## src/sv/aocp_pkg.sv

```systemverilog
// Shared types, constants and divide-by-255 helpers for alpha-over compositing
`timescale 1ns / 1ps
`default_nettype none

package aocp_pkg;

  localparam int NUM_CH   = 3;   // red, green, blue
  localparam int CH_W     = 8;
  localparam int DIV_BITS = 9;   // quotient never reaches 512
  localparam int NUM_W    = CH_W + DIV_BITS;

  localparam logic [CH_W-1:0] FULL_SCALE = 8'd255;
  localparam logic [CH_W-1:0] HALF_ROUND = 8'd127;
  localparam logic [CH_W-1:0] DIV_ONE    = 8'd1;

  // floor(2^32 / 255); 255 * this = 2^32 - 1
  localparam logic [24:0] DIV255_MAGIC = 25'h1010101;

  typedef logic [CH_W-1:0] chan_t;

  // one pixel in flight through the divider
  typedef struct packed {
    logic [NUM_CH-1:0][CH_W-1:0]     rem;
    logic [NUM_CH-1:0][DIV_BITS-1:0] dvd;
    logic [NUM_CH-1:0][DIV_BITS-1:0] quo;
    chan_t                           dsr;
    chan_t                           alpha;
  } div_state_t;

  // x / 255 estimate, low by at most one
  function automatic logic [15:0] div255_est(input logic [23:0] x);
    logic [48:0] prod;
    prod = 49'(x) * 49'(DIV255_MAGIC);
    return prod[47:32];
  endfunction

  // one compare-and-bump correction of the estimate
  function automatic logic [15:0] div255_fix(input logic [23:0] x, input logic [15:0] q0);
    logic [23:0] qm;
    logic [23:0] r;
    qm = {q0, 8'h00} - {8'h00, q0};
    r  = x - qm;
    return (r >= 24'(FULL_SCALE)) ? q0 + 16'd1 : q0;
  endfunction

endpackage

`default_nettype wire

```

## src/sv/alpha_over_composite_pixel.sv

```systemverilog
// Top level: straight-alpha RGBA8 over compositing, one pixel per clock while busy is low
//
//   channel   ports                         handshake
//   input     in_overlay_*, in_base_*       start, busy
//   result    out_red/green/blue/alpha      out_valid strobe, one cycle
//
// A pixel is taken every clock while busy is low; the pipe holds 4
// multiply/scale stages, 9 restoring divider steps (one quotient bit
// each) and the output register.
// busy is high only while in reset and for the first cycle after it.
// Synchronous active-low reset clears the valid bits; data is not reset.
// The result side has no backpressure, so nothing in the pipe ever stalls.
`timescale 1ns / 1ps
`default_nettype none

module alpha_over_composite_pixel import aocp_pkg::*; (
  input  logic  clk,
  input  logic  rst_n,
  input  logic  start,
  output logic  busy,
  input  chan_t in_overlay_red,
  input  chan_t in_overlay_green,
  input  chan_t in_overlay_blue,
  input  chan_t in_overlay_alpha,
  input  chan_t in_base_red,
  input  chan_t in_base_green,
  input  chan_t in_base_blue,
  input  chan_t in_base_alpha,
  output logic  out_valid,
  output chan_t out_red,
  output chan_t out_green,
  output chan_t out_blue,
  output chan_t out_alpha
);

  logic               busy_r;
  logic               accept;
  chan_t [NUM_CH-1:0] ovl_c, base_c;

  logic       [DIV_BITS:0] v;
  div_state_t [DIV_BITS:0] s;

  logic               out_valid_r;
  chan_t [NUM_CH-1:0] col_r, col_nxt;
  chan_t              alpha_r;

  always_ff @(posedge clk) begin
    if (!rst_n) begin
      busy_r <= 1'b1;
    end else begin
      busy_r <= 1'b0;
    end
  end

  assign busy   = busy_r;
  assign accept = start && !busy_r;
  assign ovl_c  = {in_overlay_blue, in_overlay_green, in_overlay_red};
  assign base_c = {in_base_blue, in_base_green, in_base_red};

  aocp_front u_front (
    .clk      (clk),
    .rst_n    (rst_n),
    .in_valid (accept),
    .ovl_c    (ovl_c),
    .ovl_a    (in_overlay_alpha),
    .base_c   (base_c),
    .base_a   (in_base_alpha),
    .out_valid(v[0]),
    .out_s    (s[0])
  );

  for (genvar k = 0; k < DIV_BITS; k++) begin : g_div
    aocp_div_stage u_stage (
      .clk      (clk),
      .rst_n    (rst_n),
      .in_valid (v[k]),
      .in_s     (s[k]),
      .out_valid(v[k+1]),
      .out_s    (s[k+1])
    );
  end

  // rounding can carry a colour to 256; clamp
  always_comb begin
    for (int i = 0; i < NUM_CH; i++) begin
      col_nxt[i] = (s[DIV_BITS].quo[i] > DIV_BITS'(FULL_SCALE)) ?
                   FULL_SCALE : s[DIV_BITS].quo[i][CH_W-1:0];
    end
  end

  always_ff @(posedge clk) begin
    if (!rst_n) begin
      out_valid_r <= 1'b0;
    end else begin
      out_valid_r <= v[DIV_BITS];
    end
  end

  always_ff @(posedge clk) begin
    col_r   <= col_nxt;
    alpha_r <= s[DIV_BITS].alpha;
  end

  assign out_valid = out_valid_r;
  assign out_red   = col_r[0];
  assign out_green = col_r[1];
  assign out_blue  = col_r[2];
  assign out_alpha = alpha_r;

endmodule

`default_nettype wire

```

## src/sv/aocp_front.sv

```systemverilog
// Multiply and divide-by-255 stages that form the numerators and the out alpha
`timescale 1ns / 1ps
`default_nettype none

module aocp_front import aocp_pkg::*; (
  input  logic                   clk,
  input  logic                   rst_n,
  input  logic                   in_valid,
  input  chan_t [NUM_CH-1:0]     ovl_c,
  input  chan_t                  ovl_a,
  input  chan_t [NUM_CH-1:0]     base_c,
  input  chan_t                  base_a,
  output logic                   out_valid,
  output div_state_t             out_s
);

  // stage 1
  logic                     v1_r, v1_nxt, pass1_r, pass1_nxt;
  chan_t                    oa1_r, ba1_r;
  chan_t [NUM_CH-1:0]       bc1_r;
  logic [15:0]              bai1_r, bai1_nxt;
  logic [NUM_CH-1:0][15:0]  ocoa1_r, ocoa1_nxt;
  chan_t                    inv;

  // stage 2
  logic                     v2_r, pass2_r;
  chan_t                    oa2_r, ba2_r;
  chan_t [NUM_CH-1:0]       bc2_r;
  logic [NUM_CH-1:0][15:0]  ocoa2_r;
  logic [NUM_CH-1:0][23:0]  bcbai2_r, bcbai2_nxt;
  logic [15:0]              xa2_r, xa2_nxt, qa2_r, qa2_nxt;

  // stage 3
  logic                     v3_r, pass3_r;
  chan_t                    ba3_r, outa3_r, outa3_nxt;
  chan_t [NUM_CH-1:0]       bc3_r;
  logic [NUM_CH-1:0][15:0]  ocoa3_r;
  logic [NUM_CH-1:0][23:0]  xc3_r, xc3_nxt;
  logic [NUM_CH-1:0][15:0]  qc3_r, qc3_nxt;
  logic [15:0]              ta;

  // stage 4
  logic                     v4_r;
  div_state_t               s4_r, s4_nxt;
  logic [NUM_CH-1:0][15:0]  tc;
  logic [NUM_CH-1:0][NUM_W-1:0] num;

  always_comb begin
    v1_nxt    = in_valid;
    pass1_nxt = (ovl_a == '0);
    inv       = FULL_SCALE - ovl_a;
    bai1_nxt  = 16'(base_a) * 16'(inv);
    for (int i = 0; i < NUM_CH; i++) begin
      ocoa1_nxt[i] = 16'(ovl_c[i]) * 16'(ovl_a);
    end
  end

  always_comb begin
    xa2_nxt = bai1_r + 16'(HALF_ROUND);
    qa2_nxt = div255_est(24'(xa2_nxt));
    for (int i = 0; i < NUM_CH; i++) begin
      bcbai2_nxt[i] = 24'(bc1_r[i]) * 24'(bai1_r);
    end
  end

  always_comb begin
    ta        = div255_fix(24'(xa2_r), qa2_r);
    outa3_nxt = oa2_r + ta[CH_W-1:0];
    for (int i = 0; i < NUM_CH; i++) begin
      xc3_nxt[i] = bcbai2_r[i] + 24'(HALF_ROUND);
      qc3_nxt[i] = div255_est(xc3_nxt[i]);
    end
  end

  always_comb begin
    s4_nxt = '0;
    for (int i = 0; i < NUM_CH; i++) begin
      tc[i]  = div255_fix(xc3_r[i], qc3_r[i]);
      // numerator plus half the divisor for round-half-up
      num[i] = NUM_W'(ocoa3_r[i]) + NUM_W'(tc[i]) + NUM_W'(outa3_r >> 1);
      if (pass3_r) begin
        num[i] = NUM_W'(bc3_r[i]);
      end
      s4_nxt.rem[i] = num[i][NUM_W-1:DIV_BITS];
      s4_nxt.dvd[i] = num[i][DIV_BITS-1:0];
    end
    // transparent overlay: divide base colour by one
    s4_nxt.dsr   = pass3_r ? DIV_ONE : outa3_r;
    s4_nxt.alpha = pass3_r ? ba3_r : outa3_r;
  end

  always_ff @(posedge clk) begin
    if (!rst_n) begin
      v1_r <= 1'b0;
      v2_r <= 1'b0;
      v3_r <= 1'b0;
      v4_r <= 1'b0;
    end else begin
      v1_r <= v1_nxt;
      v2_r <= v1_r;
      v3_r <= v2_r;
      v4_r <= v3_r;
    end
  end

  always_ff @(posedge clk) begin
    pass1_r  <= pass1_nxt;
    oa1_r    <= ovl_a;
    ba1_r    <= base_a;
    bc1_r    <= base_c;
    bai1_r   <= bai1_nxt;
    ocoa1_r  <= ocoa1_nxt;

    pass2_r  <= pass1_r;
    oa2_r    <= oa1_r;
    ba2_r    <= ba1_r;
    bc2_r    <= bc1_r;
    ocoa2_r  <= ocoa1_r;
    bcbai2_r <= bcbai2_nxt;
    xa2_r    <= xa2_nxt;
    qa2_r    <= qa2_nxt;

    pass3_r  <= pass2_r;
    ba3_r    <= ba2_r;
    bc3_r    <= bc2_r;
    ocoa3_r  <= ocoa2_r;
    outa3_r  <= outa3_nxt;
    xc3_r    <= xc3_nxt;
    qc3_r    <= qc3_nxt;

    s4_r     <= s4_nxt;
  end

  assign out_valid = v4_r;
  assign out_s     = s4_r;

endmodule

`default_nettype wire

```

## src/sv/aocp_div_stage.sv

```systemverilog
// One restoring-division step for the three colour channels
`timescale 1ns / 1ps
`default_nettype none

module aocp_div_stage import aocp_pkg::*; (
  input  logic       clk,
  input  logic       rst_n,
  input  logic       in_valid,
  input  div_state_t in_s,
  output logic       out_valid,
  output div_state_t out_s
);

  logic       valid_r;
  div_state_t s_r, s_nxt;
  logic [NUM_CH-1:0][CH_W:0] trial;
  logic [NUM_CH-1:0][CH_W:0] diff;
  logic [NUM_CH-1:0]         ge;

  always_comb begin
    s_nxt = in_s;
    for (int i = 0; i < NUM_CH; i++) begin
      trial[i] = {in_s.rem[i], in_s.dvd[i][DIV_BITS-1]};
      diff[i]  = trial[i] - {1'b0, in_s.dsr};
      ge[i]    = (trial[i] >= {1'b0, in_s.dsr});
      // remainder stays below the divisor, so eight bits hold it
      s_nxt.rem[i] = ge[i] ? diff[i][CH_W-1:0] : trial[i][CH_W-1:0];
      s_nxt.dvd[i] = {in_s.dvd[i][DIV_BITS-2:0], 1'b0};
      s_nxt.quo[i] = {in_s.quo[i][DIV_BITS-2:0], ge[i]};
    end
  end

  always_ff @(posedge clk) begin
    if (!rst_n) begin
      valid_r <= 1'b0;
    end else begin
      valid_r <= in_valid;
    end
  end

  always_ff @(posedge clk) begin
    s_r <= s_nxt;
  end

  assign out_valid = valid_r;
  assign out_s     = s_r;

endmodule

`default_nettype wire

```

## config.mk

```make
export PLATFORM = sky130hd
export DESIGN_NAME = alpha_over_composite_pixel
export DESIGN_NICKNAME = d
export VERILOG_FILES = /design/src/sv/aocp_pkg.sv /design/src/sv/alpha_over_composite_pixel.sv /design/src/sv/aocp_front.sv /design/src/sv/aocp_div_stage.sv
export SDC_FILE = /design/constraint.sdc
export NUM_CORES = 2
export LEC_CHECK = 0
export ABC_AREA = 1
export BUFFER_PORTS_ARGS = -buffer_cell sky130_fd_sc_hd__buf_2
export CAP_MARGIN = 30
export CORE_MARGIN = 1.5
export CORE_UTILIZATION = 55
export CTS_CLUSTER_DIAMETER = 80
export DETAILED_ROUTE_END_ITERATION = 8
export PLACE_DENSITY = 0.72
export REMOVE_ABC_BUFFERS = 1
export SYNTH_ARGS = -nofsm -noshare
export SYNTH_HDL_FRONTEND = slang
export SYNTH_HIERARCHICAL = 1
export SYNTH_SLANG_ARGS = --single-unit
```

## constraint.sdc

```tcl
create_clock -name clk -period 5.5 [get_ports clk]
set_clock_uncertainty 0.05 [all_clocks]
set_input_delay 1.1 -clock clk [delete_from_list [all_inputs] [get_ports clk]]
set_output_delay 1.1 -clock clk [all_outputs]
set_load 0.02 [all_outputs]
```

* After elaboration in Yosys (flattened, before gate mapping)
Cells that the tools add are included.
Word-level totals: register bits 1185, bits of input ports 67, output and inout bits 34, word-level logic and storage cells 290
Operators by class: $add $sub $neg 48, multipliers 11, $lt $le $gt $ge 34, mux-type cells 33, reduce and logical (&&, ||, !) cells 3
Operators by type and width (number):
- >= comparator 9 x 8 -> 1 bit | 27
- 2-to-1 mux 8 bit | 29
- subtractor 8 bit | 24
- multiplier 24 x 25 -> 48 bit, second input constant | 3
- >= comparator 24 x 8 -> 1 bit, second input constant | 4
- adder 24 x 7 -> 24 bit, second input constant | 3
- multiplier 8 x 16 -> 24 bit | 3
- subtractor 24 x 16 -> 24 bit | 3
- subtractor 24 bit | 3
- multiplier 8 x 8 -> 16 bit | 4
- adder 16 x 16 -> 17 bit | 3
- adder 17 x 7 -> 17 bit | 3
- adder 16 x 1 -> 16 bit, second input constant | 3
- 2-to-1 mux 16 bit | 3
- multiplier 16 x 25 -> 41 bit, second input constant | 1
- > comparator 9 x 8 -> 1 bit, second input constant | 3
- subtractor 16 x 24 -> 24 bit | 1
- subtractor 17 x 9 -> 18 bit | 1
- adder 16 x 7 -> 16 bit, second input constant | 1
- adder 8 x 1 -> 8 bit, second input constant | 1
- adder 8 bit | 1
- logical NOT 8 bit | 1
- subtractor 8 bit, first input constant | 1
- logical AND 1 bit | 1
- other kinds (2) | 2

* Longest topological paths before layout
depth after elaboration 7, depth in mapped cells 41

* Hierarchy
The synthesis kept the hierarchy.
By module, submodules not included:
- aocp_front | instances 1, cells an instance 7590, area an instance 56979.6 um2
- aocp_div_stage | instances 9, cells an instance 411, area an instance 3612.2 um2
- alpha_over_composite_pixel | instances 1, cells an instance 90, area an instance 890.9 um2

* Worst setup path before layout
OpenSTA, ideal clock, no wires.
path kind input -> register, start input port in_overlay_alpha[7], end register u_front/ocoa1_r[46] (netlist bit), setup time 0.112 ns, data arrival time 5.213 ns, required time 5.338 ns, slack 0.125 ns, stages 21, buffers on the path 2, path through clkbuf_1 clkbuf_1 nand2_1 fa_1 fa_1 inv_1 fa_1 fa_1 ha_1 a21oi_1 o21ai_0 a21oi_1 nor2_1 o21ai_0 nand2_1 nand2_1 nand2_1 a21oi_1 inv_1 nand2_1 nand2_1
RTL lines:
- start: declaration | RTL line alpha_over_composite_pixel.sv:24 | input chan_t in_overlay_alpha,
- end signal: assignment | RTL line aocp_front.sv:112 | ocoa1_r <= ocoa1_nxt;
- end: declaration | RTL line aocp_front.sv:22 | logic [NUM_CH-1:0][15:0] ocoa1_r, ocoa1_nxt;

==> impl_summary.log <==
INFO  metric globalplace.congestion = 1.01
INFO  metric number_of_buffers_inserted_by_hold_repair_at_cts = 0
INFO  metric synthCells = 10.9k
INFO  metric slowest_delay = 0.58 ns
INFO  metric floorplan.die.height = 394 um
INFO  metric critical_path.slowest_cell = fa_2
INFO  metric buffer_depth_of_the_longest_clock_path = 3
INFO  metric run_status = complete, no violations
INFO  metric fillers = 13.4k
INFO  metric dp_slack = -0.0784 ns
INFO  metric max_cap_viol_count = 0
INFO  metric final-setup-viol-count = 0
INFO  metric cts.sink_count = 1185
INFO  metric grt_usage = 28.8%
INFO  metric floorplan.die_area = 155000 um^2
INFO  metric drt.antenna.violating_nets = 0
INFO  metric path_clk_slew = 0.06 ns
INFO  metric min_path_type = reg2reg
INFO  metric grt_first_pass_wirelength = 358 mm
INFO  metric dr.first_iter.drc_count = 4692
INFO  metric timing.final.hold_violations = 0
INFO  metric critical_path.endpoint_type = flip-flop
INFO  metric wire_per_inst = 16.8 um
INFO  metric root_buffer_cell = clkbuf_16
INFO  metric via_count_of_the_first_global_routing_pass = 69.0k
INFO  metric cts_max_level = 4
INFO  metric routed_via_density = 5.15
INFO  metric critical_path_class = reg2reg
INFO  metric timing.final.crit_share = 96.3%
INFO  metric netlist_area = 84100 um^2
INFO  metric worstMarginPinSlew = 0.928 ns
INFO  metric tritoncts = done
INFO  metric cp_data_required_time = 6.11 ns
INFO  metric gr-total-overflow = 0
INFO  metric min_period = 5.30 ns
INFO  metric grt_setup_unrepaired = true
INFO  metric yosys_warnings = 6
INFO  metric path_common_cell = nand2_1
INFO  metric worst_path_arrival = 5.90 ns
INFO  metric boundaryPins = 101
INFO  metric cts_inserted_buffers = 131
INFO  metric clkLatencyLatePin = 0.77 ns
INFO  metric syn2layout_area_growth = 12.1%
INFO  metric critPathLaunchType = flip-flop
INFO  metric timing.fmax = 189 MHz
INFO  metric drt_pre_antenna_iters = 9
INFO  metric antenna_found_initial = 8
INFO  metric layout-drive-gt1-share = 10.1%
INFO  metric dp_hpwl = 186 mm
INFO  metric crit_fanout = 4
INFO  metric floorplan.rows = 143
INFO  metric horiz_die_dim = 394 um
INFO  metric buffer_ports.inserted = 100
INFO  metric final_net_count = 12.9k
INFO  metric syn-mean-instance-area = 7.73 um^2
INFO  metric grt_start_max_net_pins = 60
INFO  metric initial_util = 55.4%
INFO  metric final_critical_path_setup_slack = 0.205 ns
INFO  metric num_vias = 69.0k
INFO  metric timing.slew.headroom = 38.0%
INFO  metric route.detailed.drc = 0
INFO  metric placeableCoreArea = 152000 um^2
INFO  metric timing.final.max_slew_violations = 0
INFO  metric route.final.wire_length = 225 mm
-- per-layer routing --
layer / vias to the layer above / wire length (um) / track usage (%) / share of wire (%)
met3: 484 / 11200 / 4.09 / 5.0
met2: 1857 / 108000 / 49.9 / 48
met5: - / 11 / 0 / 0.0049
met1: 32274 / 95600 / 35.7 / 42
met4: 2 / 9990 / 12.2 / 4.4
li1: 34377 / - / - / -
-- sequential cells by signal (all words and copies together) (netlist names), 16 cells and up --
register             cells
u_front/bc3_r           24
u_front/ocoa1_r         48
u_front/bc2_r           24
u_front/ocoa3_r         48
u_front/bai1_r          16
u_front/bcbai2_r        72
u_front/ocoa2_r         48
u_front/xc3_r           72
u_front/xa2_r           16
g_div.u_stage/out_s    571
u_front/bc1_r           24
u_front/qc3_r           48
u_front/out_s           67
-- what timing repair did --
action,CTS,global route
pin swaps,3,46
endpoints found under the hold margin,0,0
gates cloned,0,0
setup buffers,3,20
gates resized for setup,6,203
setup endpoints to repair,9,88
-- worst paths after layout --
path                                     start                                 to  slack, ns  cells past startpoint
min          g_div[6].u_stage/out_s[3]$_DFF_P_  g_div[7].u_stage/out_s[3]$_DFF_P_       0.26                      0
max reg2reg       u_front/bcbai2_r[48]$_DFF_P_          u_front/qc3_r[44]$_DFF_P_       0.20                     29
min reg2reg  g_div[6].u_stage/out_s[3]$_DFF_P_  g_div[7].u_stage/out_s[3]$_DFF_P_       0.26                      0
max               u_front/bcbai2_r[48]$_DFF_P_          u_front/qc3_r[44]$_DFF_P_       0.20                     29
-- stage by stage --
stage | util (%) | std cells | hold WS [ns] | instance area, um^2 | TNS, ns
6_report | 62.1 | 13392 | 0.259 | 94300 | 0
5_1_grt | 62.1 | 13387 | 0.268 | 94300 | -0.439
3_5_place_dp | 58.4 | 13125 | 0.262 | 88700 | -0.313
4_1_cts | 61.4 | 13364 | 0.261 | 93300 | 0
3_3_place_gp | 58.4 | 13125 | 0.260 | 88700 | -0.0390
2_1_floorplan | - | 10694 | 0.260 | 83200 | 0
-- area by class of cell --
class                      instances  area, um^2  share of cell area [%]
multi-input combinational       7347       52300                    55.4
sequential                      1185       23700                    25.2
inverter                        2162        8120                    8.61
clock buffer                     172        3640                    3.86
timing repair buffer             424        3060                    3.25
tap                             2030        2540                    2.69
clock inverter                    64         911                   0.966
antenna                            8        20.0                  0.0212
-- cells in the final DEF, fill, tap and decap left out, types with 25 or more instances in the layout --
cell / count
nand2_2: 61
fa_1: 495
nor3_1: 63
a21oi_2: 31
nand3_2: 30
o21ai_0: 187
nor2_2: 70
o21ai_1: 25
nand4_1: 138
buf_4: 313
a21o_1: 25
xor2_1: 274
nand2_4: 46
nand2_1: 2987
a21oi_1: 390
nand3_1: 532
inv_1: 2114
inv_2: 43
dfxtp_1: 1168
nand3b_1: 30
ha_1: 1031
nor2_4: 49
clkbuf_16: 132
xnor2_1: 99
a31oi_1: 26
buf_2: 100
nor2_1: 485
-- worst max-delay path: cells and delay by family (launching register included) --
| kind | cells | cell delay [ns] |
|---|---|---|
| AO/OA/AOI/OAI | 3 | 0.36 |
| XOR/XNOR | 2 | 0.38 |
| adder cells (fa/ha/maj) | 6 | 2.29 |
| flip-flops | 1 | 0.30 |
| buffers and inverters | 4 | 0.33 |
| AND/OR/NAND/NOR | 14 | 1.47 |
Power is left out: the tool's default activity adds up to more than one toggle a clock period on the data nets, which glitch-free logic cannot reach.
